--- config.mk ---
export PLATFORM = sky130hd
export DESIGN_NAME = aavr_cordic_cell
export DESIGN_NICKNAME = d
export VERILOG_FILES = /design/src/rtl/core/aavr_pkg.sv /design/src/rtl/core/aavr_cordic_cell.sv
export SDC_FILE = /design/constraint.sdc
export NUM_CORES = 1
export LEC_CHECK = 0
export BUFFER_PORTS_ARGS = -buffer_cell sky130_fd_sc_hd__buf_2
export CAP_MARGIN = 25
export CORE_MARGIN = 2
export CORE_UTILIZATION = 52
export CTS_BUF_LIST = sky130_fd_sc_hd__clkbuf_16
export CTS_CLUSTER_DIAMETER = 150
export CTS_CLUSTER_SIZE = 10
export DETAILED_ROUTE_END_ITERATION = 8
export PLACE_DENSITY_LB_ADDON = 0.3
export SETUP_SLACK_MARGIN = 0.05
export SYNTH_ARGS = -nofsm -noshare
export SYNTH_HDL_FRONTEND = slang
export SYNTH_SLANG_ARGS = --single-unit
--- constraint.sdc ---
create_clock -name clk -period 1.1 [get_ports clk]
set_clock_uncertainty 0.1 [all_clocks]
set_input_delay 0.11 -clock clk [delete_from_list [all_inputs] [get_ports clk]]
set_output_delay 0.11 -clock clk [all_outputs]
set_load 0.02 [all_outputs]
--- src/rtl/core/aavr_pkg.sv ---
// Package: constants, types and tables for the axis-angle vector rotator
`timescale 1ns / 1ps
package aavr_pkg;
	localparam int CordicStagesDefault = 16;
	localparam int AtanEntries = 24;
	localparam logic signed [33:0] CordicGain = 34'sd652032874;
	localparam int ZW = 34;
	localparam int XW = 34;
	localparam int QW = 17;
	localparam int MW = 36;

	function automatic logic signed [ZW-1:0] atan_lut(input logic [4:0] idx);
		logic signed [ZW-1:0] r;
		case (idx)
			5'd0: r = 34'sd536870912;
			5'd1: r = 34'sd316933406;
			5'd2: r = 34'sd167458907;
			5'd3: r = 34'sd85004756;
			5'd4: r = 34'sd42667331;
			5'd5: r = 34'sd21354465;
			5'd6: r = 34'sd10679838;
			5'd7: r = 34'sd5340245;
			5'd8: r = 34'sd2670163;
			5'd9: r = 34'sd1335087;
			5'd10: r = 34'sd667544;
			5'd11: r = 34'sd333772;
			5'd12: r = 34'sd166886;
			5'd13: r = 34'sd83443;
			5'd14: r = 34'sd41722;
			5'd15: r = 34'sd20861;
			5'd16: r = 34'sd10430;
			5'd17: r = 34'sd5215;
			5'd18: r = 34'sd2608;
			5'd19: r = 34'sd1304;
			5'd20: r = 34'sd652;
			5'd21: r = 34'sd326;
			5'd22: r = 34'sd163;
			5'd23: r = 34'sd81;
			default: r = '0;
		endcase
		return r;
	endfunction

	typedef struct packed {
		logic signed [15:0] vx;
		logic signed [15:0] vy;
		logic signed [15:0] vz;
		logic signed [15:0] ax;
		logic signed [15:0] ay;
		logic signed [15:0] az;
	} payload_t;

	typedef struct packed {
		logic signed [XW-1:0] x;
		logic signed [XW-1:0] y;
		logic signed [ZW-1:0] z;
	} cordic_t;

	function automatic logic signed [15:0] sat16(input logic signed [63:0] v);
		logic signed [15:0] r;
		if (v > 64'sd32767) r = 16'sh7fff;
		else if (v < -64'sd32768) r = 16'sh8000;
		else r = v[15:0];
		return r;
	endfunction
endpackage

--- src/rtl/core/aavr_cordic_cell.sv ---
// One CORDIC rotation cell with its own pipeline register and payload carry
`timescale 1ns / 1ps
module aavr_cordic_cell #(
	parameter int Shift = 0
) (
	input  logic             clk,
	input  logic             arst_n,
	input  logic             en,
	input  logic             vld_in,
	input  aavr_pkg::cordic_t c_in,
	input  aavr_pkg::payload_t p_in,
	output logic             vld_out,
	output aavr_pkg::cordic_t c_s1,
	output aavr_pkg::payload_t p_s1
);
	import aavr_pkg::*;
	localparam logic [4:0] Idx = 5'(Shift);
	logic signed [ZW-1:0] at;
	cordic_t nx;

	always_comb begin
		at = atan_lut(Idx);
		if (!c_in.z[ZW-1]) begin
			nx.x = c_in.x - (c_in.y >>> Shift);
			nx.y = c_in.y + (c_in.x >>> Shift);
			nx.z = c_in.z - at;
		end else begin
			nx.x = c_in.x + (c_in.y >>> Shift);
			nx.y = c_in.y - (c_in.x >>> Shift);
			nx.z = c_in.z + at;
		end
	end

	always_ff @(posedge clk or negedge arst_n) begin
		if (!arst_n) vld_out <= 1'b0;
		else if (en) vld_out <= vld_in;
	end

	always_ff @(posedge clk) begin
		if (en) begin
			c_s1 <= nx;
			p_s1 <= p_in;
		end
	end
endmodule

==> results.md, run 1 <==
- The vertical die dimension is 155.5 um.
- The final weighted congestion in routability-driven placement is 0.9676.
- After legalization and detailed placement, the total HPWL measured 37,780 um.
- Entering global routing, the biggest net connects 29 pins.
- The number of global-route vias before repair came to 18,717.
- The multiplexer area fraction after synthesis is 0.01519.
- From left edge to right edge, the die measures 155.5 um.
- OpenSTA, run right after detailed placement, puts the worst setup slack at -1.862 ns.
- For this configuration, the core starts out at a cell density of 0.5290.
- The number of warning messages in the yosys log is 0.
- Of the total synthesized cell area, the portion taken by AND, OR, NAND and NOR gates is 0.09587.
- The netlist area before placement is 0.01194 mm^2.
- The flow did not finish.
- Of the total synthesized cell area, the portion taken by XOR and XNOR cells is 0.04987.
- The number of nets handed over by synthesis was 1,414.
- The count of pins on the block boundary is 401.
- The complex-gate fraction of the synthesized area is 0.1769.
- Of all cell types, the one taking the most synthesized area is edfxtp_1.
- The flop and latch count out of synthesis is 198.
- By area the synthesized netlist is led by edfxtp_1 50%, ha_1 11%, a21oi_1 4.7%, xnor2_1 4.3%, inv_1 3.0%.
- The most used flip-flop cell after synthesis is edfxtp_1.
- Counting the buffers created by CTS gives 17.
- The adder-cell share of the synthesized area is 0.1136.
- Of all flip-flops after synthesis, the portion carrying an async set or reset was 0.005051.
- The number of placement rows is 55.
- The first-pass GRT wire length is 126,600 um.
- The number of instances in the synthesized netlist is 1,106.
- After synthesis, the mean cell area works out to 10.80 um^2.
- By area, the combinational part of the netlist is dominated by compound AO/OA/AOI/OAI gates.
- The tool reported: "[ERROR GRT-0116] Global routing finished with congestion. Check the congestion regions in the DRC Viewer".
- The most frequent cell after synthesis is edfxtp_1.
- Of the post-synthesis cell area, the dominant cell type holds 0.4954.
- The maximum number of buffers from clock root to sink is 2.
- The number of buffers added on ports is 400.
- The stage where the run came to a stop is 5_1_grt.
- For this run, the total global-route usage over all layers was measured as 0.7104.
- The commonest cells after synthesis are 197 x edfxtp_1, 112 x a21oi_1, 102 x ha_1, 96 x inv_1, 77 x nor2_1.
- The synthesized netlist contains 75 unique library cells.
- The synthesized design contains 197 enable-type register cells.
- After global routing the overflow that remains totals 52.
- The clock tree root buffer cell is clkbuf_16.
- The number of sinks handled by clock tree synthesis is 198.
- The H-tree generated during clock tree synthesis spans 4 levels.
- The share of synthesized area occupied by flip-flops and latches is 0.4975.
[repair_timing]
| action | CTS |
|---|---|
| setup endpoints to repair | 267 |
| hold endpoints to repair | 131 |
| resized for setup | 519 |
| pin swaps | 120 |
| buffers inserted | 65 |
| hold buffers | 130 |
[metal layers]
metal | GRT overflow | track usage
met5 | 0 | 0.05383
met4 | 27 | 0.6789
met3 | 2 | 0.5078
met2 | 22 | 0.9206
met1 | 1 | 0.7328
[cells by family after synthesis]
kind of cell / after synthesis
simple gates: 234
fa+ha+maj: 106
mux: 18
flops: 198
compound gates: 329
buf+inv: 153
xor+xnor: 68
[per-stage QoR]
| step | hold WS (ns) | setup TNS [ns] | cell area [um^2] | cells |
|---|---|---|---|---|
| after floorplan | -0.2856 | -59.66 | 12780 | 1106 |
| after global placement | -0.2013 | -92.31 | 17510 | 2092 |
| after detailed placement | -0.2070 | -94.94 | 17510 | 2092 |
| after CTS | -0.03107 | -78.73 | 21790 | 2313 |
==> inputs of run 2 (changes only) <==
==> config.mk (replaced) <==
export PLATFORM = sky130hd
export DESIGN_NAME = aavr_cordic_cell
export DESIGN_NICKNAME = d
export VERILOG_FILES = /design/src/rtl/core/aavr_pkg.sv /design/src/rtl/core/aavr_cordic_cell.sv
export SDC_FILE = /design/constraint.sdc
export NUM_CORES = 1
export LEC_CHECK = 0
export BUFFER_PORTS_ARGS = -buffer_cell sky130_fd_sc_hd__buf_2
export CAP_MARGIN = 25
export CORE_MARGIN = 2
export CORE_UTILIZATION = 40
export DETAILED_ROUTE_END_ITERATION = 8
export PLACE_DENSITY_LB_ADDON = 0.15
export SYNTH_ARGS = -nofsm -noshare
export SYNTH_HDL_FRONTEND = slang
export SYNTH_SLANG_ARGS = --single-unit
==> run 2 against run 1 <==
  * The flow now finishes, with violations (hold timing, setup timing)
  * Synthesized cell count stayed put
  * Area after synthesis stayed put
==> results.md, run 2 <==
- The run finished, with violations left.
- The checks that failed: hold timing, setup timing.
- Traced cell by cell, the critical path runs through buf_8, inv_6, ha_4, nand4_1, buf_4, a21oi_4, o31ai_4, buf_4, a31oi_4, o21ai_4, o21a_1, o211ai_1, o21ai_1, xnor2_1.
- The residual antenna-violating net count after detailed routing is 0.
- Setup repair after global routing could not meet its margin everywhere.
- The largest registers in the layout are c_s1 (101), p_s1 (96), vld_out (1).
- The met1 layer usage reported by global route is 0.3485.
- The maximum cell stage delay along the critical path is 0.31 ns.
- The busiest layer in global routing is met2.
- The number of endpoints failing setup at the final stage is 265.
- The worst-case headroom to the max-slew limit is 0.6429.
- The first global-routing pass estimated 68,790 um of wire.
- In this run the power density over the cells is 1209 mW/mm^2.
- The commonest non-fill, non-tap cell in the layout is buf_4.
- The total buffers and inverters traversed by the critical path is 4.
- The met3 usage in global routing is 0.04553.
- The slowest stage cell on the critical path is ha_4.
- After layout, the minimum clock period comes to 2.389 ns.
- The worst register-to-register path has a depth of 1.
- The worst flop-to-flop path startpoint is vld_out.
- In the layout the commonest cells are 338 x buf_4, 216 x buf_6, 215 x buf_2.
- The max-capacitance violation count is 0.
- The number of sinks handled by clock tree synthesis came to 198 (unchanged).
- The placed wire-length estimate is 32,950 um (-13%).
- The total number of vias is 12,428.
- The count of pins on the block boundary is 401 (unchanged).
- The net count after synthesis is 1,414 (unchanged).
- After detailed routing, the total wire length is 48,820 um.
- Dividing the final minimum period by the clock period gives 2.172.
- The cell type group with the largest total delay on the critical path is compound AO/OA/AOI/OAI gates.
- The final layout contains 2,311 nets.
- In the final layout, the share of cells above drive strength 1 is 0.5387.
- The setup slack of the most critical reg-to-reg path is 0.22 ns.
- The fraction of post-synthesis cell area in the top cell type by area is 0.4954 (unchanged).
- The final routed DRC violation total is 0.
- After the first detailed-routing iteration, the DRC count stood at 908.
- The placeable core region is 0.02948 mm^2.
- The die outline width came to 176.8 um (+14%).
- The number of warning messages in the yosys log is 0 (unchanged).
- The maximum number of buffers from clock root to sink is 2 (unchanged).
- The placed instance count is 2,187 (+4.5%).
- edfxtp_1 is the most common cell in the netlist.
- The arrival time reported for the critical path endpoint is 2.48 ns.
- The number of antenna violations at the first check in global routing was 5.
- For the worst setup path, the data required time is 1.19 ns.
- The post-synthesis area per instance came to 10.80 um^2 (unchanged).
- In the global route stage, met2 resource usage came out at 0.5072.
- The number of max-slew violations in the final report is 0.
- The number of placement rows came to 63 (+15%).
- The start point of the worst min-delay path is c_in[29].
- The critical setup path kind is in -> reg.
- By area the synthesized netlist is led by edfxtp_1 50%, ha_1 11%, a21oi_1 4.7%, xnor2_1 4.3%, inv_1 3.0%.
- Based on the critical path, the design can be clocked at up to 418.6 MHz.
- The netlist area before placement is 0.01194 mm^2 (unchanged).
- The CTS tree is done.
- Along the worst path, the maximum fanout reaches 6.
- The clock reaches the later pin of the worst-skew pair after 0.44 ns.
- The number of global-route vias before repair is 12,497.
- The most repeated library cell on the critical path is buf_4.
- The number of buffers added on ports was 400 (unchanged).
- The number of flip-flops in the largest register is 101.
- The type of destination of the critical path is a flip-flop.
- The number of enable flip-flop cells after synthesis is 197 (unchanged).
- The clock tree root buffer cell is clkbuf_16.
- The effective utilization at floorplan is 0.4051 (-0.1240).
- For this run, the total global-route usage over all layers was measured as 0.2866.
- At the pin with the least slew margin, the transition time is 0.5332 ns.
- The die area is 0.03125 mm^2.
- The hold violation total from the final report is 1.
- The dominant synthesized flop cell is edfxtp_1.
- The layout has 1,913 filler cells.
- The register containing the most flip-flops in the final layout is c_s1.
- The post-synthesis cell type with the largest combined area is edfxtp_1.
- The worst hold-check slack is -0.02331 ns.
- Summed over all layers, the global routing overflow is 0.
- The share of synthesized area occupied by flip-flops and latches is 0.4975 (unchanged).
- The detail-routed via count per cell is 5.157.
- The destination of the worst hold path is c_s1[30].
- The vertical die dimension is 176.8 um (+14%).
- After detailed routing, the average wire length per cell comes to 20.26 um.
- The terminus of the critical flop-to-flop path is vld_out.
- The number of instances in the synthesized netlist is 1,106 (unchanged).
- Sorting the synthesized cells by how often they occur yields 197 x edfxtp_1, 112 x a21oi_1, 102 x ha_1, 96 x inv_1, 77 x nor2_1.
- The number of levels in the clock H-tree is 4 (unchanged).
- The final weighted congestion in routability-driven placement came to 0.9457 (-2.3%).
- The number of distinct standard cells referenced by the synthesized netlist is 75 (unchanged).
- VDD sags by at most 1.133 mV.
- The flop and latch count out of synthesis is 198 (unchanged).
- The clock transition time at the flip-flop clock pins of the worst setup and hold paths is 0.08 ns.
- Entering global routing, the biggest net connects 32 pins.
- The type of element launching the critical path is a primary input.
- The share of flip-flops with an asynchronous set or reset after synthesis was 0.005051 (unchanged).
- The worst setup slack after placement is -1.924 ns (-0.06274 ns).
- For this run, the detailed router's first-pass iteration total came to 5.
- The number of buffers inserted during clock tree synthesis is 17 (unchanged).
- The final standard cell count with taps included and fillers excluded is 2,410.
- The worst hold path cell count is 2.
- The total leakage power is 0.009736 uW.
- The worst path setup slack after routing is -1.289 ns.
- In this run the worst hold path is classified as in -> reg.
- Relative to the synthesized area, the layout overhead comes to 87.65%.
## run 2: cell type report
| class | count | area [um^2] | area share |
|---|---|---|---|
| sequential | 198 | 5941 | 0.2651 |
| multi-input combinational | 755 | 7052 | 0.3147 |
| timing repair buffer | 926 | 7811 | 0.3486 |
| clock buffer | 18 | 429.2 | 0.01915 |
| inverter | 105 | 496.7 | 0.02217 |
| antenna | 4 | 10.01 | 0.0004467 |
| clock inverter | 14 | 180.2 | 0.008041 |
| tap | 390 | 488.0 | 0.02178 |
## run 2: kinds of logic after synthesis
| kind of cell | synth area share |
|---|---|
| flip-flops | 0.4975 |
| XOR/XNOR | 0.04987 |
| AND/OR/NAND/NOR | 0.09587 |
| AO/OA/AOI/OAI | 0.1769 |
| multiplexers | 0.01519 |
| buffers and inverters | 0.05113 |
| adder cells (fa/ha/maj) | 0.1136 |
## run 2: worst max path at each step
stage,startpoint,endpoint,depth (start not counted)
after detailed placement,c_in[34],c_s1[64],14
final,c_in[38],c_s1[97],14
after global placement,c_in[34],c_s1[64],14
after CTS,c_in[70],c_s1[63],12
after floorplan,c_in[34],c_s1[100],11
after global routing,c_in[72],c_s1[52],13
## run 2: report_power, final
part	internal [uW]	switching [uW]
clock	3110	3360
combinational	5420	5400
sequential	9370	432
total	17900	9190
## run 2: what timing repair did
item	4_1_cts	5_1_grt
pin swaps	94	103
setup endpoints to repair	262	268
gates cloned	0	1
hold buffers	134	1
hold endpoints to repair	137	6
setup buffers	42	30
resized for setup	332	317
## run 2: routing by layer
metal,part of all wire,vias to the layer above
met5,0.00023,-
met1,0.38,5935
met3,0.064,126
li1,-,5814
met4,0.046,2
met2,0.51,551
## run 2: stage by stage
| stage | TNS (ns) | hold slack, ns | utilization | total power [uW] | area [um^2] |
|---|---|---|---|---|---|
| 3_3_place_gp | -94.89 | -0.2152 | 0.5954 | 17750 | 17550 |
| 3_5_place_dp | -96.68 | -0.2130 | 0.5954 | 17820 | 17550 |
| 2_1_floorplan | -59.66 | -0.2856 | - | 14060 | 12780 |
| 6_report | -79.85 | -0.02331 | 0.7601 | 27100 | 22410 |
| 5_1_grt | -89.61 | -0.01749 | 0.7599 | 28170 | 22400 |
| 4_1_cts | -78.22 | -0.05002 | 0.7155 | 25930 | 21090 |
Power figures use the tool's default switching activity.
==> inputs of run 3 (changes only) <==
--- a/config.mk
+++ b/config.mk
@@ -11,6 +11,7 @@
 export CORE_UTILIZATION = 40
 export DETAILED_ROUTE_END_ITERATION = 8
 export PLACE_DENSITY_LB_ADDON = 0.15
+export REMOVE_ABC_BUFFERS = 1
 export SYNTH_ARGS = -nofsm -noshare
 export SYNTH_HDL_FRONTEND = slang
 export SYNTH_SLANG_ARGS = --single-unit
==> run 3 against run 2 <==
  * The flow still finishes with violations (hold timing, setup timing)
  * Routed wire length increased by 14%
  * Largest power group unchanged
  * Die area stayed put
  * Worst setup slack worse by 0.11 ns
  * Flip-flop and latch count unchanged
==> results.md, run 3 (same netlist as run 2, synthesis figures left out) <==
- The post-layout net count was 2,358 (+2.0%).
- The total wire length is 55,800 um (+14%).
- The first-pass GRT wire length came to 76,250 um (+11%).
- The minimum clock period after layout is 2.504 ns (+0.1149 ns).
- The met2 wirelength from detailed routing is 26,930 um (+8.9%).
- The worst-skew pair later-pin latency came to 0.45 ns (about the same).
- The cts-stage hold buffer count is 130 (-3.0%).
- The largest registers in the layout are c_s1 (101), p_s1 (96), vld_out (1).
- The number of max-slew violations in the final report came to 0 (unchanged).
- The die outline width is 176.8 um (unchanged).
- The slew of the pin with the lowest slew margin is 0.6577 ns (+0.1245 ns).
- The worst hold-check slack came to -0.04599 ns (-0.02268 ns).
- The core utilization of the finished layout is 0.7646 (+0.004499).
- The number of buffers inserted during clock tree synthesis is 17 (unchanged).
- The routed length on met3 is 4470 um (+43%).
- The post-placement cell area was 0.01712 mm^2 (-2.5%).
- STA classifies the critical path startpoint as a primary input.
- The number of endpoints failing setup at the final stage is 263 (-0.75%).
- The detail-routed via count per cell was 5.336 (+3.5%).
- The required time of the worst setup path is 1.20 ns (about the same).
- The arrival time reported for the critical path endpoint is 2.60 ns (+0.12 ns).
- The total routing usage reported by global routing is 0.3248 (+0.03819).
- The final routed DRC violation total is 0 (unchanged).
- The vertical die dimension came to 176.8 um (unchanged).
- The count of pins on the block boundary is 401 (unchanged).
- The final reports fail on hold timing, setup timing.
- The max-capacitance violation count is 0 (unchanged).
- The final weighted congestion in routability-driven placement is 0.9668 (+2.2%).
- The die area is 0.03125 mm^2 (unchanged).
- The library cell used most frequently in the layout, excluding fill and tap cells, is buf_4.
- The largest net degree at the start of global routing is 40 (+25%).
- The total leakage power came to 0.009966 uW (+2.4%).
- The total buffers and inverters traversed by the critical path is 2 (-2).
- The number of buffers added on ports came to 400 (unchanged).
- The worst setup slack after placement is -2.084 ns (-0.1599 ns).
- Compared with the post-synthesis result, the final layout area differs by 88.76%.
- The fraction of the cycle the final worst path needs was 2.276 (+0.1044).
- The largest fanout of any net on the critical path was 5 (-1).
- The highest clock frequency the design can meet is 399.4 MHz (-4.6%).
- The worst hold path cell count is 2 (unchanged).
- On the critical path, the stage with the largest delay is an instance of fa_2.
- The total number of cells along the worst setup path was 12 (-2).
- The overflow left after global routing was 0 (unchanged).
- The CTS tree is done.
- The hold violation total from the final report is 1 (unchanged).
- The number of DRC markers after the initial detailed-route iteration is 1,309 (+44%).
- The proportion of layout cells with a drive suffix above 1 came to 0.5366 (-0.002093).
- The placeable core region is 0.02948 mm^2 (unchanged).
- The maximum number of buffers from clock root to sink was 2 (unchanged).
- The final-layout fill cell count is 1,894 (-0.99%).
- The clock tree root buffer cell is clkbuf_16.
- The first-pass iteration count of the detailed router was 6 (+1).
- The detailed-routing wirelength on met1 was 21,940 um (+17%).
- The wire length per cell is 22.73 um (+12%).
- The total number of vias is 13,099 (+5.4%).
- The number of sinks handled by clock tree synthesis is 198 (unchanged).
- The worst reg2reg path depth is 2 (+1).
- The number of global-route vias before repair is 12,716 (+1.8%).
- The maximum resistive drop on vdd came to 1.074 mV (-5.2%).
- The cell type group with the largest total delay on the critical path is compound AO/OA/AOI/OAI gates.
- The worst path setup slack after routing is -1.404 ns (-0.1149 ns).
- The worst-case headroom to the max-slew limit is 0.5575 (-0.08548).
- The number of placement rows came to 63 (unchanged).
- Signal routing reaches up to met4.
- The maximum cell stage delay along the critical path is 0.46 ns (+0.15 ns).
- The effective utilization at floorplan is 0.4051 (unchanged).
- The critical setup path kind is in -> reg.
- The power density over the cells is 1239 mW/mm^2 (+2.4%).
- The number of flip-flops in the largest register is 101 (unchanged).
- The path class of the tightest hold or removal check is in -> reg.
- The setup slack of the most critical reg-to-reg path is 0.08 ns (-0.14 ns).
- The run finished, with violations left.
- The number of antenna violations at the first check in global routing came to 1 (-4).
- The number of levels in the clock H-tree is 4 (unchanged).
- The placed wire-length estimate was 37,710 um (+14%).
- The critical path goes through buf_6, inv_1, fa_2, nor2b_4, o31a_1, o22a_1, a21o_1, a211o_1, a21oi_2, or3_1, o41a_1, xnor2_1.
- Setup repair after global routing could not meet its margin everywhere.
- The top cell types in the final layout, fill and taps aside, are 370 x buf_4, 248 x buf_6, 205 x buf_2.
- The total chip power is 27,930 uW (+3.0%).
- The worst setup path is captured at a flip-flop.
- The register containing the most flip-flops in the final layout is c_s1.
- The post-layout instance area is 0.02254 mm^2 (+0.59%).
- The post-route setup TNS was -90.50 ns (-10.65 ns).
- The residual antenna-violating net count after detailed routing is 0 (unchanged).
- The clock transition time at the flip-flop clock pins of the worst setup and hold paths is 0.08 ns (about the same).
run 3: changes by cell type in the layout (fill, tap and decap cells not counted), sizes merged:
cell and delta:
clkbuf -2, dlygate4sd3 -4, clkinv -4, buf +52
diode -2, inv +5
run 3: metal layers:
layer | vias to the layer above | GRT usage
li1 | 5910 | -
met1 | 6346 | 0.4231
met2 | 700 | 0.5436
met3 | 143 | 0.04875
met4 | 0 | 0.1291
met5 | - | 0
run 3: metrics by stage:
| stage | hold WS, ns | cells |
|---|---|---|
| 2_1_floorplan | -0.2856 | 1058 |
| 3_3_place_gp | -0.2137 | 2214 |
| 3_5_place_dp | -0.2121 | 2214 |
| 4_1_cts | -0.06092 | 2425 |
| 5_1_grt | -0.02287 | 2453 |
| 6_report | -0.04599 | 2455 |
run 3: layout make-up:
cell class                 instances  area, um^2  share of cell area
timing repair buffer             973        8262              0.3665
multi-input combinational        755        6803              0.3018
sequential                       198        5941              0.2636
tap                              390       488.0             0.02165
clock buffer                      17       425.4             0.01887
inverter                         105       414.1             0.01837
clock inverter                    15       202.7            0.008992
antenna                            2       5.005           0.0002220
run 3: final timing paths:
| check | endpoint | from |
|---|---|---|
| max | c_s1[100] | c_in[69] |
| max in group asynchronous | vld_out | arst_n |
| min | c_s1[30] | c_in[30] |
| min in group asynchronous | vld_out | arst_n |
| max reg2reg | vld_out | vld_out |
| min reg2reg | vld_out | vld_out |
run 3: where the power goes:
part | switching [uW] | leakage [uW] | total (uW) | internal (uW)
combinational | 5650 | 0.00772 | 11200 | 5540
sequential | 493 | 0.00194 | 9870 | 9380
clock | 3680 | 0.000305 | 6870 | 3190
run 3: repair_timing:
| item | in CTS | in global routing |
|---|---|---|
| pin swaps | 153 | 68 |
| endpoints found under the setup margin | 266 | 261 |
| gates resized for setup | 553 | 218 |
| buffers inserted | 56 | 44 |
| hold endpoints to repair | 131 | 1 |
